### src/sv/compass_heading_averaged_defines.svh
// Assertion macros for the compass heading block.
`ifndef COMPASS_HEADING_AVERAGED_DEFINES_SVH
`define COMPASS_HEADING_AVERAGED_DEFINES_SVH
`ifndef ASSERT_OFF
`define CHA_ASSERT_IMP(label, clk, rst_n, ante, cons) \
    label: assert property (@(posedge clk) disable iff (!rst_n) (ante) |-> (cons)) \
        else $error("assertion failed");
`define CHA_ASSERT_NXT(label, clk, rst_n, ante, cons) \
    label: assert property (@(posedge clk) disable iff (!rst_n) (ante) |=> (cons)) \
        else $error("assertion failed");
`else
`define CHA_ASSERT_IMP(label, clk, rst_n, ante, cons)
`define CHA_ASSERT_NXT(label, clk, rst_n, ante, cons)
`endif
`endif

### src/sv/cha_pkg.sv
`timescale 1ns / 1ps
`default_nettype none
// ----------------------------------------------------------------------------
// cha_pkg
// Shared types and constants for the averaged compass heading block.
// ----------------------------------------------------------------------------
package cha_pkg;
    localparam int AVG_DEPTH   = 8;
    localparam int AVG_LOG2    = $clog2(AVG_DEPTH);
    localparam int SUM_W       = 16 + AVG_LOG2;
    localparam int CORDIC_N    = 16;
    localparam int STEP_W      = $clog2(CORDIC_N);
    localparam int CW          = 32;
    localparam int AW          = 24;

    typedef enum logic [2:0] {
        CFG_OFFSET_X = 3'd0,
        CFG_OFFSET_Y = 3'd1,
        CFG_OFFSET_Z = 3'd2,
        CFG_GAIN_X   = 3'd3,
        CFG_GAIN_Y   = 3'd4,
        CFG_GAIN_Z   = 3'd5
    } t_cfg_idx;

    typedef enum logic [1:0] {
        ST_IDLE,
        ST_CAL,
        ST_ROT,
        ST_OUT
    } t_state;

    typedef struct packed {
        logic shift;
        logic load;
    } t_ring_ctl;

    function automatic logic signed [AW-1:0] atan_q8(input logic [STEP_W-1:0] i);
        logic signed [AW-1:0] r;
        unique case (i)
            4'd0:  r = 24'sd1152000;
            4'd1:  r = 24'sd680065;
            4'd2:  r = 24'sd359328;
            4'd3:  r = 24'sd182400;
            4'd4:  r = 24'sd91554;
            4'd5:  r = 24'sd45822;
            4'd6:  r = 24'sd22916;
            4'd7:  r = 24'sd11459;
            4'd8:  r = 24'sd5730;
            4'd9:  r = 24'sd2865;
            4'd10: r = 24'sd1432;
            4'd11: r = 24'sd716;
            4'd12: r = 24'sd358;
            4'd13: r = 24'sd179;
            4'd14: r = 24'sd90;
            default: r = 24'sd45;
        endcase
        return r;
    endfunction

    function automatic logic signed [15:0] sat16(input logic signed [33:0] v);
        logic signed [15:0] r;
        if (v > 34'sd32767) r = 16'sh7fff;
        else if (v < -34'sd32768) r = 16'sh8000;
        else r = v[15:0];
        return r;
    endfunction
endpackage
`default_nettype wire

### src/sv/cha_cell.sv
`timescale 1ns / 1ps
`default_nettype none
// ----------------------------------------------------------------------------
// cha_cell
// One ring cell: holds one sample and hands it to its neighbor.
// ----------------------------------------------------------------------------
module cha_cell (
    input  wire logic                i_clk,
    input  wire logic                i_rst_n,
    input  wire cha_pkg::t_ring_ctl  i_ctl,
    input  wire logic signed [47:0]  i_prev,
    output logic signed [47:0]       o_data
);
    logic signed [47:0] r_data;

    always_ff @(posedge i_clk) begin
        if (!i_rst_n) begin
            r_data <= '0;
        end else if (i_ctl.shift) begin
            r_data <= i_prev;
        end
    end

    assign o_data = r_data;
endmodule
`default_nettype wire

### config.mk
export PLATFORM = sky130hd
export DESIGN_NAME = cha_cell
export DESIGN_NICKNAME = d
export VERILOG_FILES = /design/src/sv/compass_heading_averaged_defines.svh /design/src/sv/cha_pkg.sv /design/src/sv/cha_cell.sv
export SDC_FILE = /design/constraint.sdc
export NUM_CORES = 1
export LEC_CHECK = 0
export CORE_MARGIN = 1.5
export CORE_UTILIZATION = 45
export DETAILED_ROUTE_END_ITERATION = 10
export DONT_BUFFER_PORTS = 1
export GPL_ROUTABILITY_DRIVEN = 1
export PLACE_DENSITY = 0.64
export SLEW_MARGIN = 20
export SYNTH_ARGS = -nofsm -noshare
export SYNTH_HDL_FRONTEND = slang
export SYNTH_SLANG_ARGS = --single-unit
### constraint.sdc
create_clock -name i_clk -period 1.1 [get_ports i_clk]
set_input_delay 0.165 -clock i_clk [delete_from_list [all_inputs] [get_ports i_clk]]
set_output_delay 0.165 -clock i_clk [all_outputs]
set_load 0.005 [all_outputs]
==> parameters.txt <==
Parameter                              Value

STA
  Final total negative setup slack    0 ns
  Number of hold-slack violations in the final timing report    0
  Pins Over Slew Limit    0
  Fmax    1.21 GHz
  Slew at the pin with the worst max-slew slack    0.617 ns
  Minimum clock period    0.828 ns
  Least setup slack across all paths after layout    0.272 ns
  Crit share post-route    75.3%
  RSZ-0062 raised after global routing    false
  Final count of negative-setup-slack endpoints    0
  Skew final    0 ns
  Slew margin rel.    58.9%
  Worst hold slack across all endpoints    0.00932 ns

Worst setup path
  Critical path required time    0.94 ns
  Highest net fanout along the worst path    2
  Worst path arrival time    0.66 ns
  CP endpoint kind    output port
  Crit path kind    reg -> out
  Startpoint type of the worst setup path    flip-flop

Clock network
  Number of buffers inserted during clock tree synthesis    5
  Buffer type at the clock tree root    sky130_fd_sc_hd__clkbuf_8
  Total clock sinks    48
  Number of setup buffers added after CTS    0
  CTS tree    yes
  Worst-Skew Late Latency    0.28 ns
  Clock slew at reported path FFs    0.08 ns
  Buffer levels on the longest clock path    2
  Maximum level of the CTS H-tree    2

Floorplan
  Die ar.    0.00449 mm^2
  Standard-cell rows    23
  Num ports    100
  Effective utilization at floorplan    46.5%
  Core ar.    0.00397 mm^2
  X dimension of the die    67.0 um
  Die outline height    67.0 um

Detailed routing
  Routed Wire Length    3230 um
  Detailed-route DRC error count    0
  Remaining antenna violation count after routing    0
  Via count of the routed design    1023
  Number of design-rule violations left by the first detailed-router iteration    23
  Routed wirelength normalized by instance count    15.8 um
  1st-pass router iterations    2
  Vias/cell    5.01

Global route
  Antenna violations before repair    0
  Vias in the first global route    969
  First-pass GRT wire length    4490 um
  Grt total ovfl    0
  Largest net degree at the start of global routing    49
  Global-route usage over all layers    13.8%

Cells and area
  Number of flip-flops in the largest register    48
  Count of filler cells inserted in the layout    370
  Ratio of cells with drive above 1 in the final layout    4.55%
  Antenna diode instance count    0
  Nets    206
  Fin cells    204
  Synth-to-Final Area Change    4.75%

Pwr
  Pwr per Cell Area    1650 mW/mm^2
  VDD IR max    0.901 mV
  Total Power Consumption    3.19 mW
  Standby leakage power    0.835 nW

Synth
  Syn_nets    207
  Main combinational cell family by area after synthesis    multiplexers
  Xor/xnor share of the synthesized area    0%
  Synth Area in Compound Gates    0%
  Area of the mapped netlist    0.00185 mm^2
  Share of the yosys chip area belonging to registers    52.1%
  Share of cell area taken by muxes after synthesis    26.0%
  Netlist cell types    7
  Area share of and/or/nand/nor cells after synthesis    16.3%
  Synthesis Warnings    0
  Avg Cell Area, Syn    11.9 um^2
  Flops & latches, synth    48
  Gate Count Post-Synth    155
  Adder-cell share of the synthesized area    0%

Placed design
  Worst slack after detailed placement    0.440 ns
  Detailed placement HPWL    2070 um
  Final weighted congestion in routability-driven placement    0.621
  Post-placement cell count    194
  Port bufs    0

Status
  Status    completed

Min path
  Min-delay worst type    in -> reg

Flow run
  Maxcap violations    0
per-stage QoR:
step / area, um^2 / utilization [%]
after floorplan: 1850 / -
after global placement: 1800 / 45.4
after detailed placement: 1800 / 45.4
after CTS: 1930 / 48.6
after global routing: 1930 / 48.7
final: 1930 / 48.7
per-layer routing:
metal	part of all wire [%]	up-vias	track usage [%]	wire [um]
met2	46	63	21.2	1480
met1	43	453	16.8	1380
met3	11	5	4.90	343
met5	0	-	0	0
met4	0.93	0	6.89	30
li1	-	502	-	-
cell families (layout without fill, tap and decap cells):
logic type    Yosys count  count (layout)
mux                    48              48
flops                  48              48
simple gates           48              48
buf+inv                11              10
power by group:
group          internal [mW]  leakage, nW  switching, mW  total [mW]
sequential              1.84        0.396         0.0773        1.92
combinational          0.138        0.388         0.0706       0.209
clock                  0.559       0.0503          0.505        1.06
total                   2.54        0.835          0.653        3.19
timing repair:
| item | CTS | global route |
|---|---|---|
| setup endpoints to repair | 0 | 11 |
| hold buffers | 3 | 0 |
| hold endpoints to repair | 17 | 0 |
| resized for setup | 0 | 1 |
layout by cell type (no fill, tap or decap):
cell type / n
sky130_fd_sc_hd__dfxtp_1: 48
sky130_fd_sc_hd__dlymetal6s4s_1: 1
sky130_fd_sc_hd__dlygate4sd3_1: 2
sky130_fd_sc_hd__clkbuf_8: 7
sky130_fd_sc_hd__nor2b_1: 48
sky130_fd_sc_hd__mux2i_1: 48
cell usage after synthesis:
cell                        n  area (um^2)
sky130_fd_sc_hd__mux2i_1   48          480
sky130_fd_sc_hd__nor2b_1   48          300
sky130_fd_sc_hd__buf_4      3         22.5
sky130_fd_sc_hd__clkbuf_1   3         11.3
sky130_fd_sc_hd__buf_2      2         10.0
sky130_fd_sc_hd__dfxtp_1   48          961
sky130_fd_sc_hd__buf_12     3         60.1
area by class of cell:
cell class / instances / area [um^2] / share of cell area [%]
multi-input combinational: 96 / 781 / 40.4
sequential: 48 / 961 / 49.7
tap: 50 / 62.6 / 3.24
clock buffer: 7 / 96.3 / 4.98
timing repair buffer: 3 / 32.5 / 1.68
final timing paths:
kind,depth (start not counted),slack [ns],endpoint,startpoint
setup / recovery,0,0.27,o_data[7],o_data[7]
setup reg to reg,2,0.43,o_data[47],o_data[47]
hold / removal,1,0.009,o_data[11],i_rst_n
hold reg to reg,2,0.54,o_data[14],o_data[14]
Note: power is estimated with default switching activity, not from simulation.
