<file path="src/sv/compass_heading_averaged_defines.svh">
// Assertion macros for the compass heading block.
`ifndef COMPASS_HEADING_AVERAGED_DEFINES_SVH
`define COMPASS_HEADING_AVERAGED_DEFINES_SVH
`ifndef ASSERT_OFF
`define CHA_ASSERT_IMP(label, clk, rst_n, ante, cons) \
    label: assert property (@(posedge clk) disable iff (!rst_n) (ante) |-> (cons)) \
        else $error("assertion failed");
`define CHA_ASSERT_NXT(label, clk, rst_n, ante, cons) \
    label: assert property (@(posedge clk) disable iff (!rst_n) (ante) |=> (cons)) \
        else $error("assertion failed");
`else
`define CHA_ASSERT_IMP(label, clk, rst_n, ante, cons)
`define CHA_ASSERT_NXT(label, clk, rst_n, ante, cons)
`endif
`endif

</file>
<file path="src/sv/cha_pkg.sv">
`timescale 1ns / 1ps
`default_nettype none
// ----------------------------------------------------------------------------
// cha_pkg
// Shared types and constants for the averaged compass heading block.
// ----------------------------------------------------------------------------
package cha_pkg;
    localparam int AVG_DEPTH   = 8;
    localparam int AVG_LOG2    = $clog2(AVG_DEPTH);
    localparam int SUM_W       = 16 + AVG_LOG2;
    localparam int CORDIC_N    = 16;
    localparam int STEP_W      = $clog2(CORDIC_N);
    localparam int CW          = 32;
    localparam int AW          = 24;

    typedef enum logic [2:0] {
        CFG_OFFSET_X = 3'd0,
        CFG_OFFSET_Y = 3'd1,
        CFG_OFFSET_Z = 3'd2,
        CFG_GAIN_X   = 3'd3,
        CFG_GAIN_Y   = 3'd4,
        CFG_GAIN_Z   = 3'd5
    } t_cfg_idx;

    typedef enum logic [1:0] {
        ST_IDLE,
        ST_CAL,
        ST_ROT,
        ST_OUT
    } t_state;

    typedef struct packed {
        logic shift;
        logic load;
    } t_ring_ctl;

    function automatic logic signed [AW-1:0] atan_q8(input logic [STEP_W-1:0] i);
        logic signed [AW-1:0] r;
        unique case (i)
            4'd0:  r = 24'sd1152000;
            4'd1:  r = 24'sd680065;
            4'd2:  r = 24'sd359328;
            4'd3:  r = 24'sd182400;
            4'd4:  r = 24'sd91554;
            4'd5:  r = 24'sd45822;
            4'd6:  r = 24'sd22916;
            4'd7:  r = 24'sd11459;
            4'd8:  r = 24'sd5730;
            4'd9:  r = 24'sd2865;
            4'd10: r = 24'sd1432;
            4'd11: r = 24'sd716;
            4'd12: r = 24'sd358;
            4'd13: r = 24'sd179;
            4'd14: r = 24'sd90;
            default: r = 24'sd45;
        endcase
        return r;
    endfunction

    function automatic logic signed [15:0] sat16(input logic signed [33:0] v);
        logic signed [15:0] r;
        if (v > 34'sd32767) r = 16'sh7fff;
        else if (v < -34'sd32768) r = 16'sh8000;
        else r = v[15:0];
        return r;
    endfunction
endpackage
`default_nettype wire

</file>
<file path="src/sv/cha_cordic.sv">
`timescale 1ns / 1ps
`default_nettype none
// ----------------------------------------------------------------------------
// cha_cordic
// Iterative vectoring CORDIC, one rotation per cycle.
// ----------------------------------------------------------------------------
module cha_cordic (
    input  wire logic                i_clk,
    input  wire logic                i_rst_n,
    input  wire logic                i_start,
    input  wire logic signed [15:0]  i_x,
    input  wire logic signed [15:0]  i_y,
    output logic                     o_done,
    output logic [15:0]              o_heading
);
    localparam int CW = cha_pkg::CW;
    localparam int AW = cha_pkg::AW;

    logic signed [CW-1:0] r_x, r_y, n_x, n_y;
    logic signed [AW-1:0] r_acc, n_acc;
    logic [cha_pkg::STEP_W-1:0] r_step;
    logic r_busy, r_zero;
    logic signed [CW-1:0] x0, y0, dx, dy;
    logic signed [AW-1:0] rnd;
    logic signed [AW-9:0] cd;
    logic [15:0] wrapped;

    assign x0 = {{(CW-30){i_x[15]}}, i_x, 14'd0};
    assign y0 = {{(CW-30){i_y[15]}}, i_y, 14'd0};
    assign dx = r_y >>> r_step;
    assign dy = r_x >>> r_step;

    always_comb begin
        if (r_y > 0) begin
            n_x = r_x + dx;
            n_y = r_y - dy;
            n_acc = r_acc + cha_pkg::atan_q8(r_step);
        end else begin
            n_x = r_x - dx;
            n_y = r_y + dy;
            n_acc = r_acc - cha_pkg::atan_q8(r_step);
        end
    end

    always_ff @(posedge i_clk) begin
        if (!i_rst_n) begin
            r_busy <= 1'b0;
            o_done <= 1'b0;
            r_step <= '0;
        end else begin
            o_done <= 1'b0;
            if (i_start) begin
                r_busy <= 1'b1;
                r_step <= '0;
                r_zero <= (i_x == 0) && (i_y == 0);
                if (i_x[15]) begin
                    r_x <= -x0;
                    r_y <= -y0;
                    r_acc <= 24'sd4608000;
                end else begin
                    r_x <= x0;
                    r_y <= y0;
                    r_acc <= '0;
                end
            end else if (r_busy) begin
                r_x <= n_x;
                r_y <= n_y;
                r_acc <= n_acc;
                r_step <= r_step + 1'b1;
                if (r_step == cha_pkg::STEP_W'(cha_pkg::CORDIC_N - 1)) begin
                    r_busy <= 1'b0;
                    o_done <= 1'b1;
                end
            end
        end
    end

    assign rnd = r_acc + 24'sd128;
    assign cd  = rnd[AW-1:8];

    always_comb begin
        if (r_zero) wrapped = '0;
        else if (cd < 0) wrapped = 16'(17'(cd) + 17'sd36000);
        else if (17'(cd) >= 17'sd36000) wrapped = 16'(17'(cd) - 17'sd36000);
        else wrapped = 16'(cd);
    end

    assign o_heading = wrapped;
endmodule
`default_nettype wire

</file>
<file path="config.mk">
export PLATFORM = sky130hd
export DESIGN_NAME = cha_cordic
export DESIGN_NICKNAME = d
export VERILOG_FILES = /design/src/sv/compass_heading_averaged_defines.svh /design/src/sv/cha_pkg.sv /design/src/sv/cha_cordic.sv
export SDC_FILE = /design/constraint.sdc
export NUM_CORES = 1
export LEC_CHECK = 0
export ABC_CLOCK_PERIOD_IN_PS = 13000
export BUFFER_PORTS_ARGS = -buffer_cell sky130_fd_sc_hd__buf_2
export CORE_UTILIZATION = 70
export CTS_CLUSTER_DIAMETER = 200
export DETAILED_ROUTE_END_ITERATION = 8
export GPL_TIMING_DRIVEN = 0
export PLACE_DENSITY = 0.86
export SYNTH_ARGS = -nofsm -noshare
export SYNTH_HDL_FRONTEND = slang
export SYNTH_SLANG_ARGS = --single-unit
export TNS_END_PERCENT = 100
</file>
<file path="constraint.sdc">
create_clock -name i_clk -period 13 [get_ports i_clk]
set_clock_uncertainty 0.2 [all_clocks]
set_input_delay 1.3 -clock i_clk [delete_from_list [all_inputs] [get_ports i_clk]]
set_output_delay 1.3 -clock i_clk [all_outputs]
set_load 0.02 [all_outputs]
</file>
==> results of run 1 <==
==> worst max path at each step <==
stage / to / slack (ps) / cells after the start
after detailed placement: r_x[31] / 4570 / 24
after global routing: r_x[31] / 3730 / 24
after floorplan: r_x[31] / 7170 / 23
final: r_x[31] / 3850 / 24
after CTS: r_x[31] / 4490 / 24
after global placement: r_x[31] / 4570 / 24
==> critical path, stage by stage, from the launching register on <==
cell and delay [ps]:
sky130_fd_sc_hd__dfxtp_1 380, sky130_fd_sc_hd__buf_2 350, sky130_fd_sc_hd__buf_2 410, sky130_fd_sc_hd__clkbuf_1 720, sky130_fd_sc_hd__clkbuf_1 660, sky130_fd_sc_hd__clkbuf_1 790, sky130_fd_sc_hd__clkbuf_1 430, sky130_fd_sc_hd__o211ai_1 170
sky130_fd_sc_hd__nand2_1 140, sky130_fd_sc_hd__ha_1 170, sky130_fd_sc_hd__o21ai_0 170, sky130_fd_sc_hd__or4_1 600, sky130_fd_sc_hd__nor2_1 230, sky130_fd_sc_hd__a31oi_1 130, sky130_fd_sc_hd__xnor2_1 170, sky130_fd_sc_hd__ha_1 380
sky130_fd_sc_hd__nand4_1 200, sky130_fd_sc_hd__nor4_1 500, sky130_fd_sc_hd__o311ai_0 480, sky130_fd_sc_hd__a31oi_1 450, sky130_fd_sc_hd__o41ai_1 200, sky130_fd_sc_hd__a21boi_0 270, sky130_fd_sc_hd__o22ai_1 150, sky130_fd_sc_hd__xnor3_1 360
sky130_fd_sc_hd__nor2b_1 140
==> logic make-up after synthesis <==
| family | Yosys count | share of synthesized area (%) |
|---|---|---|
| AO/OA/AOI/OAI | 552 | 22.5 |
| XOR/XNOR | 170 | 9.40 |
| adder cells (fa/ha/maj) | 106 | 8.44 |
| buffers and inverters | 158 | 4.23 |
| flip-flops | 116 | 20.1 |
| multiplexers | 156 | 14.9 |
| AND/OR/NAND/NOR | 662 | 20.4 |
==> cell usage after synthesis, drive strengths merged, types with 35 or more instances <==
| master | number | area share, % |
|---|---|---|
| nand2 | 196 | 4.6 |
| nor2 | 176 | 4.1 |
| o21ai | 138 | 4.3 |
| a21oi | 119 | 3.7 |
| ha | 103 | 8.1 |
| xnor2 | 95 | 5.2 |
| edfxtp | 89 | 17 |
| xor2 | 74 | 4.1 |
| inv | 60 | 1.4 |
| clkbuf | 59 | 1.4 |
| mux4 | 59 | 8.4 |
| mux2 | 49 | 3.5 |
| mux2i | 48 | 3.0 |
| nor3 | 47 | 1.5 |
| buf | 38 | 1.4 |
| nand3 | 35 | 1.1 |
==> metrics by stage <==
| stage | power, uW | worst slack, ps | cell area (um^2) | hold slack [ps] |
|---|---|---|---|---|
| after floorplan | 1950 | 7170 | 16000 | 354 |
| after global placement | 2300 | 4570 | 16600 | 431 |
| after detailed placement | 2370 | 4570 | 16600 | 456 |
| after CTS | 2880 | 4490 | 17200 | 477 |
| after global routing | 3130 | 3730 | 17200 | 527 |
| final | 2980 | 3850 | 17200 | 509 |
==> final cells by class <==
type / count / area share [%]
Buffer: 97 / 2.59
Sequential cell: 116 / 18.7
Clock inverter: 13 / 0.697
Antenna cell: 1 / 0.0145
Inverter: 61 / 1.33
Tap cell: 280 / 2.03
Multi-Input combinational cell: 1646 / 70.3
Timing Repair Buffer: 51 / 1.61
Clock buffer: 19 / 2.76
==> per-layer routing <==
layer  up-vias  routed length, um
li1       7367                  -
met1      7808              21300
met2      1499              23500
met3       346               9770
met4         2               4020
met5         -                 44
==> power by group through the flow <==
| stage | Clock, uW | Sequential [uW] | Combinational, uW |
|---|---|---|---|
| final | 506 | 659 | 1810 |
| after global routing | 512 | 652 | 1970 |
| after CTS | 499 | 638 | 1750 |
| after detailed placement | 0 | 646 | 1730 |
| after global placement | 0 | 645 | 1650 |
| after floorplan | 0 | 573 | 1380 |
==> qor.yml, run 1 <==
die_area_um2: 23400
synth-seq-area-share_pct: 20.1
reg2reg_to: "r_x[31]"
clock_latency_ps: 450
core-area_um2: 22100
detail_route.wirelength_um: 58600
setup.worst_path.end_class: "flip-flop"
cts.path.max_buffers: 2
crit_type: "reg2reg"
max_slew.worst_pin.slew_ps: 1300
synth_top_flop_cell: "sky130_fd_sc_hd__edfxtp_1"
vias_in_the_first_global_route: 15900
netlist-cell-type-count: 98
power.clock.fraction_pct: 17.0
intPower_uw: 1550
dieWidth_um: 153
ctsRootBufferMaster: "sky130_fd_sc_hd__clkbuf_16"
ios: 52
power.density_nw_per_um2: 173
groute.layer.met3.usage_pct: 17.6
finalSetupViolCount: 0
post-route-min-period_ps: 9150
global_route.overflow_total: 0
antenna_violations_before_repair: 0
synth-warning-count: 0
cp.required_ps: 12970
critical_path.startpoint_type: "flip-flop"
most_frequent_standard_cell_in_the_layout_excluding_fill_and_tap_cells: "sky130_fd_sc_hd__nand2_1"
cts.hold.buffers_added: 0
hp-start: "r_busy"
synth_cells: 1920
worst_slew_margin_rel_pct: 13.6
startpoint_of_the_lowest_slack_register_to_register_path: "r_step[0]"
leakage_uw: 0.00669
critPathMaxFanout: 10
track_usage_pct: 49.6
footprint_of_the_flip_flops_and_latches_um2: 3210
synth.ff_latch_count: 116
drt-vias-per-instance: 7.45
post_drt_wl_per_cell_um: 25.7
syn_to_final_growth_pct: 7.72
grt_start_max_net_pins: 59
floorplan.die.height_um: 153
gp_routability_congestion: 1.11
numPlacedInstances: 2251
highest_clock_rate_ghz: 0.109
synth.net_count: 2061
drtPass1Iterations: 8
power.share.switching_pct: 48.1
synthesis.area_per_instance_um2: 8.33
num_vias: 17000
num_rows: 54
cts_buffer_count: 17
cts_resized: 0
synth_edf_count: 89
postCtsSetupBuffers: 0
cts_tree: "yes"
multiInputGateArea_um2: 12100
vdd_drop_max_mv: 0.107
met1_global_route_usage_pct: 64.1
number_of_filler_cells_placed_in_the_layout: 1612
worst_hold_path_ep: "o_done"
r2r.worst_path.cells: 24
slew_violations: 0
grt_use_met2_pct: 72.0
netlist_area_um2: 16000
cts.htree.levels: 4
regToRegSetupSlack_ps: 3850
layout_common_cells: "sky130_fd_sc_hd__nand2_1, sky130_fd_sc_hd__nor2_1, sky130_fd_sc_hd__o21ai_0"
synth_async_sr_flop_share_pct: 0
wire_length_of_the_first_global_routing_pass_um: 88800
drt_iter0_markers: 2816
starting_density_of_the_core_pct: 72.4
share_comb_of_total_power_pct: 60.8
period_share_pct: 70.4
final_cell_count_no_fill: 2284
grt_setup_unrepaired: "false"
pwr-share-seq_pct: 22.2
layout-drive-gt1-share_pct: 12.2
finalNetCount: 2131
drcViolationCount: 0
finalHoldViolCount: 0
clock_pin_slew_reported_for_the_worst_setup_and_hold_paths_after_clock_tree_synthesis_ps: 70
grt.busiest_layer: "met2"
routed_antenna_nets: 0
hold_path_class: "reg2reg"
hpwl_after_detailed_placement_um: 43800
port_buffers: 50
critical_path.startpoint: "r_step[0]"
tns_ps: 0
hold-path-cell-count: 2
switchingPower_uw: 1430
arrival_ps: 9120
cts.sink_count: 116
utilization_pct: 77.9
run_status: "finished, final reports clean"
max_cap_viol_count: 0
Power figures use the tool's default switching activity.
==> run 2: changes to the inputs <==
Settings changed: ABC_CLOCK_PERIOD_IN_PS 13000 to 7800, CORE_UTILIZATION 70 to 59, PLACE_DENSITY 0.86 to 0.77.
Clock period 13 ns to 7.8 ns, I/O delays scaled along.
==> qor.yml, run 2 (same netlist as run 1, synthesis figures left out) <==
run_status: "finished with violations"
failed_checks: "DRC"
vdd_drop_max_mv: 0.157
critical_path.startpoint_type: "flip-flop"
track_usage_pct: 42.5
setup_ws_ps: 224
ios: 52
hold_path_class: "reg2reg"
num_rows: 59
cpPeakStageDelay_ps: 830
max_cap_viol_count: 0
most_frequent_standard_cell_in_the_layout_excluding_fill_and_tap_cells: "sky130_fd_sc_hd__nand2_1"
post-route-min-period_ps: 7580
wire_length_of_the_first_global_routing_pass_um: 90100
finalSetupViolCount: 0
hp-start: "r_busy"
drt-vias-per-instance: 7.07
starting_density_of_the_core_pct: 60.7
cts_tree: "yes"
port_buffers: 50
die_area_um2: 27800
drtPass1Iterations: 9
setup.worst_path.end_class: "flip-flop"
worst_slew_margin_rel_pct: 19.3
placement.setup.worst_slack_ps: -891
post_drt_wl_per_cell_um: 25.4
floorplan.die.height_um: 167
leakage_uw: 0.00670
cts.htree.levels: 4
cts.hold.buffers_added: 0
clock_latency_ps: 450
finalHoldViolCount: 0
period_share_pct: 97.1
numPlacedInstances: 2306
drcViolationCount: 3
num_vias: 16500
syn_to_final_growth_pct: 8.04
drt_iter0_markers: 2057
worstPathCellList: "clkbuf_1 -> nor4_1 -> nand4_1 -> or2_2 -> clkbuf_1 -> nor2b_1 -> clkbuf_1 -> clkbuf_2 -> a21o_1 -> inv_1 -> ha_1 -> nor2b_1 -> o31a_1 -> o311ai_0 -> a31oi_1 -> o41ai_1 -> a21boi_0 -> o22ai_1 -> xnor3_1 -> nor2b_1"
ctsRootBufferMaster: "sky130_fd_sc_hd__clkbuf_16"
slew_violations: 0
reg2reg_to: "r_x[31]"
regToRegSetupSlack_ps: 220
gp_routability_congestion: 1.08
detail_route.wirelength_um: 59200
finalNetCount: 2127
clock_pin_slew_reported_for_the_worst_setup_and_hold_paths_after_clock_tree_synthesis_ps: 80
highest_clock_rate_ghz: 0.132
cts.path.max_buffers: 2
r2r.worst_path.cells: 20
cts_buffer_count: 17
antenna_violations_before_repair: 1
cp.required_ps: 7770
crit_type: "reg2reg"
final_cell_count_no_fill: 2334
layout_common_cells: "sky130_fd_sc_hd__nand2_1, sky130_fd_sc_hd__nor2_1, sky130_fd_sc_hd__o21ai_0"
hold-path-cell-count: 2
critPathMaxFanout: 10
antennaDiodeCount: 0
vias_in_the_first_global_route: 15500
worst_hold_path_ep: "o_done"
startpoint_of_the_lowest_slack_register_to_register_path: "r_y[24]"
max_slew.worst_pin.slew_ps: 1210
grt_start_max_net_pins: 53
layout-drive-gt1-share_pct: 12.6
cts.sink_count: 116
routed_antenna_nets: 0
global_route.overflow_total: 0
hpwl_after_detailed_placement_um: 45800
critical-path-slowest-cell: "sky130_fd_sc_hd__o311ai_0"
grt_setup_unrepaired: "false"
dieWidth_um: 167
power.density_nw_per_um2: 286
core-area_um2: 26400
arrival_ps: 7550
[run 2: cell types whose count changed in the layout (fill, tap and decap cells not counted), sizes merged]
cell	delta
clkinv	+2
buf	-3
inv	-2
diode	-1
clkbuf	-3
bufinv	+1
clkinvlp	+1
[run 2: critical path: cells and delay by family, from the launching register on]
family / cells / cell delay, ps
DFF: 1 / 430
buffers and inverters: 5 / 2160
xor gates and xnor gates: 1 / 340
adders and majority gates: 1 / 270
and+or+nand+nor: 6 / 1050
AOI/OAI and AO/OA: 7 / 2820
[run 2: worst max-delay path by stage]
stage                         start      end  slack, ps  depth (start not counted)
after global placement    r_step[0]  r_x[31]       -890                         24
final                       r_y[24]  r_x[31]        220                         20
after detailed placement  r_step[0]  r_x[31]       -890                         24
after CTS                 r_step[2]  r_x[31]         40                         23
after floorplan           r_step[0]  r_x[31]       1970                         23
after global routing      r_step[0]  r_x[31]         40                         22
[run 2: per-layer routing]
metal | up-vias | track usage, % | part of all wire, %
li1 | 7376 | - | -
met3 | 223 | 11.0 | 13
met1 | 7771 | 56.9 | 40
met2 | 1139 | 62.9 | 42
met4 | 2 | 22.3 | 5.5
met5 | - | 0 | 0.022
[run 2: per-stage QoR]
| stage | instance area [um^2] | hold WS (ps) | power, uW | setup TNS, ps | utilization [%] |
|---|---|---|---|---|---|
| 3_5_place_dp | 16700 | 443 | 3980 | -4470 | 63.3 |
| 3_3_place_gp | 16700 | 410 | 3910 | -4150 | 63.2 |
| 6_report | 17300 | 478 | 4940 | 0 | 65.5 |
| 2_1_floorplan | 16000 | 354 | 3250 | 0 | - |
| 5_1_grt | 17300 | 484 | 5230 | 0 | 65.5 |
| 4_1_cts | 17300 | 462 | 4830 | 0 | 65.5 |
[run 2: cell type report]
type,count,area [um^2]
Timing Repair Buffer,51,278
Multi-Input combinational cell,1646,12100
Fill cell,2292,9080
Sequential cell,116,3210
Clock buffer,17,425
Inverter,61,229
Clock inverter,15,160
Tap cell,335,419
Buffer,93,442
[run 2: repair_timing]
action	4_1_cts	5_1_grt
gates cloned	0	0
endpoints found under the setup margin	18	12
pin swaps	0	0
resized for setup	1	12
buffers inserted	0	0
[run 2: power by group]
part	switching (uW)	internal (uW)	leakage (uW)
sequential	249	845	0.00108
clock	392	454	0.000283
combinational	1730	1270	0.00533
total	2370	2570	0.00670
